File: src/rtl/core/mexp_pkg.sv
// ----------------------------------------------------------------------------
// mexp_pkg
// Shared widths, constants and control types of the modular exponentiation
// core (modulus 1000000007).
// ----------------------------------------------------------------------------
package mexp_pkg;

  localparam int BASE_W = 31;
  localparam int EXP_W  = 31;
  localparam int RES_W  = 30;

  // exponent bits that are scanned; higher bits count as zero
  localparam int EXP_BITS = 31;

  localparam logic [EXP_W-1:0] EXP_MASK =
    (EXP_BITS >= EXP_W) ? {EXP_W{1'b1}} : EXP_W'((64'd1 << EXP_BITS) - 64'd1);

  localparam logic [RES_W-1:0]  MODULUS   = RES_W'(1000000007);
  localparam logic [BASE_W-1:0] MODULUS_2 = BASE_W'(2000000014);
  localparam logic [RES_W-1:0]  ONE       = RES_W'(1);

  // Barrett: k = 30, q1 = x >> 29, mu = floor(2^60 / p), q = (q1 * mu) >> 31
  localparam int          BAR_K = 30;
  localparam logic [30:0] MU    = 31'(64'h1000_0000_0000_0000 / 64'd1000000007);

  typedef enum logic [2:0] {
    ST_IDLE,
    ST_CHECK,
    ST_MUL,
    ST_MUL_WAIT,
    ST_SQR,
    ST_SQR_WAIT,
    ST_DONE
  } state_t;

  typedef struct packed {
    logic load;     // capture base / exponent
    logic mm_start; // launch modular multiply
    logic sel_sqr;  // operands sq*sq instead of acc*sq
    logic acc_wr;   // write multiplier result to acc
    logic sq_wr;    // write multiplier result to sq, shift exponent
  } cmd_t;

  typedef struct packed {
    logic exp_zero;
    logic exp_lsb;
    logic exp_last; // no set bit above the lsb
    logic mm_done;
  } status_t;

endpackage

File: src/rtl/core/mexp_modmul.sv
// ----------------------------------------------------------------------------
// mexp_modmul
// Pipelined a*b mod p by Barrett reduction; done flags a valid result.
// ----------------------------------------------------------------------------
module mexp_modmul (
  input  logic                       clk,
  input  logic                       rst_n,
  input  logic                       start,
  input  logic [mexp_pkg::RES_W-1:0] op_a,
  input  logic [mexp_pkg::RES_W-1:0] op_b,
  output logic                       done,
  output logic [mexp_pkg::RES_W-1:0] result
);

  logic [3:0]  vld_r;
  logic [59:0] prod_r;
  logic [59:0] prod2_r;
  logic [59:0] prod3_r;
  logic [61:0] t_r;
  logic [60:0] qp_r;
  logic [31:0] rem_r;
  logic [60:0] diff;
  logic [31:0] rem_p2;

  always_ff @(posedge clk) begin
    if (!rst_n) begin
      vld_r <= '0;
    end else begin
      vld_r <= {vld_r[2:0], start};
    end
  end

  assign diff = {1'b0, prod3_r} - qp_r;

  always_ff @(posedge clk) begin
    prod_r  <= {30'd0, op_a} * {30'd0, op_b};
    t_r     <= {31'd0, prod_r[59:mexp_pkg::BAR_K-1]} * {31'd0, mexp_pkg::MU};
    prod2_r <= prod_r;
    qp_r    <= {30'd0, t_r[61:31]} * {31'd0, mexp_pkg::MODULUS};
    prod3_r <= prod2_r;
    rem_r   <= diff[31:0]; // below 3p
  end

  assign rem_p2 = {1'b0, mexp_pkg::MODULUS_2};

  always_comb begin
    if (rem_r >= rem_p2) begin
      result = mexp_pkg::RES_W'(rem_r - rem_p2);
    end else if (rem_r >= {2'b00, mexp_pkg::MODULUS}) begin
      result = mexp_pkg::RES_W'(rem_r - {2'b00, mexp_pkg::MODULUS});
    end else begin
      result = rem_r[mexp_pkg::RES_W-1:0];
    end
  end

  assign done = vld_r[3];

endmodule

File: src/rtl/core/mexp_datapath.sv
// ----------------------------------------------------------------------------
// mexp_datapath
// Accumulator, running square and exponent registers around the shared
// modular multiplier.
// ----------------------------------------------------------------------------
module mexp_datapath (
  input  logic                        clk,
  input  logic                        rst_n,
  input  mexp_pkg::cmd_t              cmd,
  output mexp_pkg::status_t           sts,
  input  logic [mexp_pkg::BASE_W-1:0] base,
  input  logic [mexp_pkg::EXP_W-1:0]  exponent,
  output logic [mexp_pkg::RES_W-1:0]  residue
);

  logic [mexp_pkg::RES_W-1:0] acc_r, acc_nxt;
  logic [mexp_pkg::RES_W-1:0] sq_r, sq_nxt;
  logic [mexp_pkg::EXP_W-1:0] exp_r, exp_nxt;
  logic [mexp_pkg::RES_W-1:0] base_red;
  logic [mexp_pkg::RES_W-1:0] mm_a;
  logic [mexp_pkg::RES_W-1:0] mm_res;
  logic                       mm_done;

  // base < 2^31 < 3p
  always_comb begin
    if (base >= mexp_pkg::MODULUS_2) begin
      base_red = mexp_pkg::RES_W'(base - mexp_pkg::MODULUS_2);
    end else if (base >= {1'b0, mexp_pkg::MODULUS}) begin
      base_red = mexp_pkg::RES_W'(base - {1'b0, mexp_pkg::MODULUS});
    end else begin
      base_red = base[mexp_pkg::RES_W-1:0];
    end
  end

  assign mm_a = cmd.sel_sqr ? sq_r : acc_r;

  mexp_modmul u_modmul (
    .clk    (clk),
    .rst_n  (rst_n),
    .start  (cmd.mm_start),
    .op_a   (mm_a),
    .op_b   (sq_r),
    .done   (mm_done),
    .result (mm_res)
  );

  always_comb begin
    acc_nxt = acc_r;
    sq_nxt  = sq_r;
    exp_nxt = exp_r;
    if (cmd.load) begin
      acc_nxt = mexp_pkg::ONE;
      sq_nxt  = base_red;
      exp_nxt = exponent & mexp_pkg::EXP_MASK;
    end else begin
      if (cmd.acc_wr) begin
        acc_nxt = mm_res;
      end
      if (cmd.sq_wr) begin
        sq_nxt  = mm_res;
        exp_nxt = exp_r >> 1;
      end
    end
  end

  always_ff @(posedge clk) begin
    acc_r <= acc_nxt;
    sq_r  <= sq_nxt;
    exp_r <= exp_nxt;
  end

  assign sts.exp_zero = (exp_r == '0);
  assign sts.exp_lsb  = exp_r[0];
  assign sts.exp_last = (exp_r[mexp_pkg::EXP_W-1:1] == '0);
  assign sts.mm_done  = mm_done;
  assign residue      = acc_r;

endmodule

File: src/rtl/core/mexp_ctrl.sv
// ----------------------------------------------------------------------------
// mexp_ctrl
// Sequencer for right-to-left square-and-multiply.
// ----------------------------------------------------------------------------
module mexp_ctrl (
  input  logic              clk,
  input  logic              rst_n,
  input  logic              start,
  input  mexp_pkg::status_t sts,
  output mexp_pkg::cmd_t    cmd,
  output logic              busy,
  output logic              out_valid
);

  mexp_pkg::state_t state_r, state_nxt;

  always_ff @(posedge clk) begin
    if (!rst_n) begin
      state_r <= mexp_pkg::ST_IDLE;
    end else begin
      state_r <= state_nxt;
    end
  end

  always_comb begin
    state_nxt = state_r;
    case (state_r)
      mexp_pkg::ST_IDLE: begin
        if (start) begin
          state_nxt = mexp_pkg::ST_CHECK;
        end
      end
      mexp_pkg::ST_CHECK: begin
        if (sts.exp_zero) begin
          state_nxt = mexp_pkg::ST_DONE;
        end else if (sts.exp_lsb) begin
          state_nxt = mexp_pkg::ST_MUL;
        end else begin
          state_nxt = mexp_pkg::ST_SQR;
        end
      end
      mexp_pkg::ST_MUL:      state_nxt = mexp_pkg::ST_MUL_WAIT;
      mexp_pkg::ST_MUL_WAIT: begin
        if (sts.mm_done) begin
          // skip the square after the top set bit
          state_nxt = sts.exp_last ? mexp_pkg::ST_DONE : mexp_pkg::ST_SQR;
        end
      end
      mexp_pkg::ST_SQR:      state_nxt = mexp_pkg::ST_SQR_WAIT;
      mexp_pkg::ST_SQR_WAIT: begin
        if (sts.mm_done) begin
          state_nxt = mexp_pkg::ST_CHECK;
        end
      end
      mexp_pkg::ST_DONE:     state_nxt = mexp_pkg::ST_IDLE;
      default:               state_nxt = mexp_pkg::ST_IDLE;
    endcase
  end

  always_comb begin
    cmd       = '0;
    busy      = 1'b1;
    out_valid = 1'b0;
    case (state_r)
      mexp_pkg::ST_IDLE: begin
        busy     = 1'b0;
        cmd.load = start;
      end
      mexp_pkg::ST_MUL:      cmd.mm_start = 1'b1;
      mexp_pkg::ST_MUL_WAIT: cmd.acc_wr = sts.mm_done;
      mexp_pkg::ST_SQR: begin
        cmd.mm_start = 1'b1;
        cmd.sel_sqr  = 1'b1;
      end
      mexp_pkg::ST_SQR_WAIT: cmd.sq_wr = sts.mm_done;
      mexp_pkg::ST_DONE:     out_valid = 1'b1;
      default:               cmd = '0;
    endcase
  end

endmodule

File: src/rtl/core/modular_exponentiation.sv
// ----------------------------------------------------------------------------
// modular_exponentiation
// base^exponent mod 1000000007 by right-to-left square-and-multiply on one
// pipelined Barrett modular multiplier.
// ----------------------------------------------------------------------------
//
//  channel   ports                           handshake
//  --------  ------------------------------  --------------------------------
//  input     in_base[30:0], in_exponent[30:0] taken when start && !busy
//  result    out_residue[29:0]               out_valid, one cycle, no stall
//
// Sequencing: one transaction at a time. Each set exponent bit costs one
//   multiply and each bit below the top set bit one square; a zero exponent
//   goes from the check straight to the out_valid state. Each multiply or
//   square is one pass through the four-stage modular multiplier.
// Reset: rst_n is synchronous; it returns the sequencer to idle and clears
//   the multiplier's valid pipe. Data registers are not reset.
// Stalls: busy stays high from acceptance through the out_valid cycle; the
//   receiver must take the result in that cycle.
// ----------------------------------------------------------------------------
module modular_exponentiation (
  input  logic                        clk,
  input  logic                        rst_n,
  input  logic                        start,
  output logic                        busy,
  input  logic [mexp_pkg::BASE_W-1:0] in_base,
  input  logic [mexp_pkg::EXP_W-1:0]  in_exponent,
  output logic                        out_valid,
  output logic [mexp_pkg::RES_W-1:0]  out_residue
);

  // command / status between sequencer and datapath
  mexp_pkg::cmd_t    cmd;
  mexp_pkg::status_t sts;

  mexp_ctrl u_ctrl (
    .clk       (clk),
    .rst_n     (rst_n),
    .start     (start),
    .sts       (sts),
    .cmd       (cmd),
    .busy      (busy),
    .out_valid (out_valid)
  );

  // acc / sq / exponent registers and the modular multiplier
  mexp_datapath u_dp (
    .clk      (clk),
    .rst_n    (rst_n),
    .cmd      (cmd),
    .sts      (sts),
    .base     (in_base),
    .exponent (in_exponent),
    .residue  (out_residue)
  );

endmodule

File: config.mk
export PLATFORM = sky130hd
export DESIGN_NAME = modular_exponentiation
export DESIGN_NICKNAME = d
export VERILOG_FILES = /design/src/rtl/core/mexp_pkg.sv /design/src/rtl/core/mexp_modmul.sv /design/src/rtl/core/mexp_datapath.sv /design/src/rtl/core/mexp_ctrl.sv /design/src/rtl/core/modular_exponentiation.sv
export SDC_FILE = /design/constraint.sdc
export NUM_CORES = 2
export LEC_CHECK = 0
export BUFFER_PORTS_ARGS = -buffer_cell sky130_fd_sc_hd__clkbuf_2
export CAP_MARGIN = 20
export CORE_UTILIZATION = 72
export DETAILED_ROUTE_END_ITERATION = 16
export GPL_TIMING_DRIVEN = 0
export PLACE_DENSITY = 0.93
export REMOVE_ABC_BUFFERS = 1
export SLEW_MARGIN = 0
export SYNTH_ARGS = -nofsm -noshare
export SYNTH_HDL_FRONTEND = slang
export SYNTH_SLANG_ARGS = --single-unit
File: constraint.sdc
create_clock -name clk -period 23.3 [get_ports clk]
set_input_delay 2.33 -clock clk [delete_from_list [all_inputs] [get_ports clk]]
set_output_delay 2.33 -clock clk [all_outputs]
set_load 0.03 [all_outputs]
==> results.yml <==
logic_synthesis:
  synthCells: 6520
  synth_area_leader_cell: "fa_1"
  synthArstFlopShare_pct: 0
  synthMuxAreaShare_pct: 0.691
  synth_compound_area_share_pct: 7.08
  synthFlopType: "dfxtp_1"
  synthTopCellsByArea: "fa_1, ha_1, inv_1"
  synth_top_family_by_area: "adder cells"
  synth_xor_area_share_pct: 3.07
  synth_top_area_share_pct: 39.4
  syn_avg_cell_area_um2: 9.55
  synth_edf_count: 61
  ys_seq_area_share_pct: 11.2
  synth_seq_cells: 317
  netlist_area_um2: 62300
  synth_fa_ha_area_share_pct: 55.4
  synth-simple-area-share_pct: 11.9
  ys_types: 87
  ys_warn_count: 0
timing:
  maxSlewHeadroom_pct: 11.9
  fin_tns_setup_ns: 0
  slew_viol_final: 0
  fin_crit_ns: 10.48
  setup_viol: 0
  max_clock_freq_ghz: 0.0954
  rsz0062_at_grt: "no"
  worstMarginPinSlew_ns: 1.32
  finClkSkew_ns: 0.0213
  worst_slack_ns: 12.82
  hold_violations: 0
  fin_crit_sh_pct: 45.0
finish:
  area_growth_syn_to_layout_pct: 5.07
  nets: 8536
  post-route-util_pct: 76.6
  drive_above_1_share_pct: 4.20
route:
  routed_wirelength_um: 178000
  first_pass_iters: 8
  highest_layer: "met5"
  ant_nets: 0
  wl_per_cell_um: 23.4
  vias_per_cell: 6.26
  wl_met2_um: 83000
  wl_met3_um: 20100
  drt_iter0_markers: 4838
  drc_errors: 0
  met1_length_um: 59700
  num_vias: 47700
floorplanning:
  boundaryPins: 97
  start_util_pct: 72.9
  die_area_um2: 87700
  die_x_um: 296
  core-area_um2: 85400
  row_count: 107
  die_h_um: 296
setup_path:
  worstSetupPathType: "flop to flop"
  crit_arrival_ns: 10.94
  endpoint_kind: "flop"
  worst_path_largest_cell_delay_ns: 0.88
  worstPathRequired_ns: 23.76
  critPathMaxFanout: 29
  regToRegSetupSlack_ns: 12.82
  cp_common_cell: "fa_1"
  slowest_stage: "a211oi_1"
  startpoint_type: "flop"
clocking:
  cts_resized: 0
  worst_skew_pair.late_latency_ns: 0.57
  cts_sinks: 317
  cts_root_buf: "clkbuf_16"
  cts_tree: "done"
  cts_buffer_depth: 3
  numCtsBuffers: 35
  postCtsSetupBuffers: 0
  clkSlewWorstSetupHoldPaths_ns: 0.07
  hold_buffers: 0
  htree_levels: 2
placement:
  gp_congestion: 0.988
  portBuffers: 96
  place_hpwl_um: 138000
  place_ws_ns: 13.22
grt:
  antenna_found_initial: 9
  grt_pass1_vias: 53500
  grt_max_degree: 53
  grt_pass1_wl_um: 281000
  track_usage_pct: 41.9
  grt_overflow_total: 0
run_status:
  status: "finished clean"
min_path:
  hp-class: "flop to flop"
flow_run:
  drv_cap: 0
[layer usage]
layer / track usage (%) / up-vias
met1: 48.6 / 23300
met3: 11.1 / 1158
li1: - / 19800
met5: 0.222 / -
met4: 31.6 / 4
met2: 66.8 / 3419
[cells in the mapped netlist, drive strengths merged, types with 42 or more instances]
library cell and n:
o21a 44, dfxtp 256, xnor2 158, a21oi 196, o21ai 134, inv 1517, fa 1224, nand2 627
nand3 42, ha 799, clkbuf 227, edfxtp 61, a21o 95, nor2 140, and2 508, xor2 60
[sequential cells by signal (all words and copies together), names as in the netlist]
signal and count:
u_dp.u_modmul.t_r 31, u_dp.exp_r 31, u_dp.u_modmul.prod2_r 32, u_dp.sq_r 30, u_ctrl.state_r 3, u_dp.u_modmul.prod_r 60
u_dp.u_modmul.rem_r 32, u_dp.u_modmul.vld_r 4, u_dp.u_modmul.prod3_r 32, u_dp.u_modmul.qp_r 32, u_dp.residue 30
[worst paths after layout]
check                      startpoint                   endpoint  cells after the start
max                 u_ctrl.state_r[2]   u_dp.u_modmul.prod_r[59]                     28
min          u_dp.u_modmul.prod_r[16]  u_dp.u_modmul.prod2_r[16]                      0
max reg2reg         u_ctrl.state_r[2]   u_dp.u_modmul.prod_r[59]                     28
min reg2reg  u_dp.u_modmul.prod_r[16]  u_dp.u_modmul.prod2_r[16]                      0
[worst max-delay path, delay by kind of cell (launching register included)]
family          cells  cell delay [ns]
compound gates      4             1.58
xor+xnor            1             0.13
fa+ha+maj           9             4.51
buf+inv             6             0.69
flops               1             0.57
mux                 1             0.68
simple gates        7             2.20
[per-stage QoR]
stage          instances  hold slack (ns)  cell area [um2]
6_report            7624            0.325            65400
5_1_grt             7623            0.330            65400
4_1_cts             7607            0.325            65100
3_5_place_dp        7543            0.312            63800
3_3_place_gp        7517            0.310            63200
2_1_floorplan       6277            0.310            61300
[cells by family after synthesis]
| group | after synthesis |
|---|---|
| XOR/XNOR | 218 |
| AO/OA/AOI/OAI | 666 |
| AND/OR/NAND/NOR | 1497 |
| buffers and inverters | 1760 |
| adder cells (fa/ha/maj) | 2023 |
| flip-flops | 317 |
| multiplexers | 39 |
[cells in the final DEF (no fill, tap or decap), types with 19 or more instances in the layout]
master,instances
and2_1,507
o21bai_1,22
edfxtp_1,61
nor2_1,139
fa_1,1224
nand4_1,22
clkbuf_16,39
a31oi_1,24
xnor2_1,158
a21o_1,95
and3_1,23
nor3_1,35
clkbuf_2,96
nor2b_1,19
xor2_1,60
o21a_1,44
buf_16,28
ha_1,799
nand2_1,626
mux2_2,32
nand3_1,42
dfxtp_1,256
inv_1,1517
a21oi_1,193
o21ai_0,128
[cell type report]
class	count	area, um2
fill	4993	20000
multi-input combinational	4443	48700
antenna	5	12.5
inverter	1517	5690
sequential	317	6960
timing repair buffer	134	1390
clock inverter	18	211
tap	1144	1430
clock buffer	46	1020
Power is not shown: default switching activity piles up to over one toggle a cycle in this logic, so the estimate is an artifact.
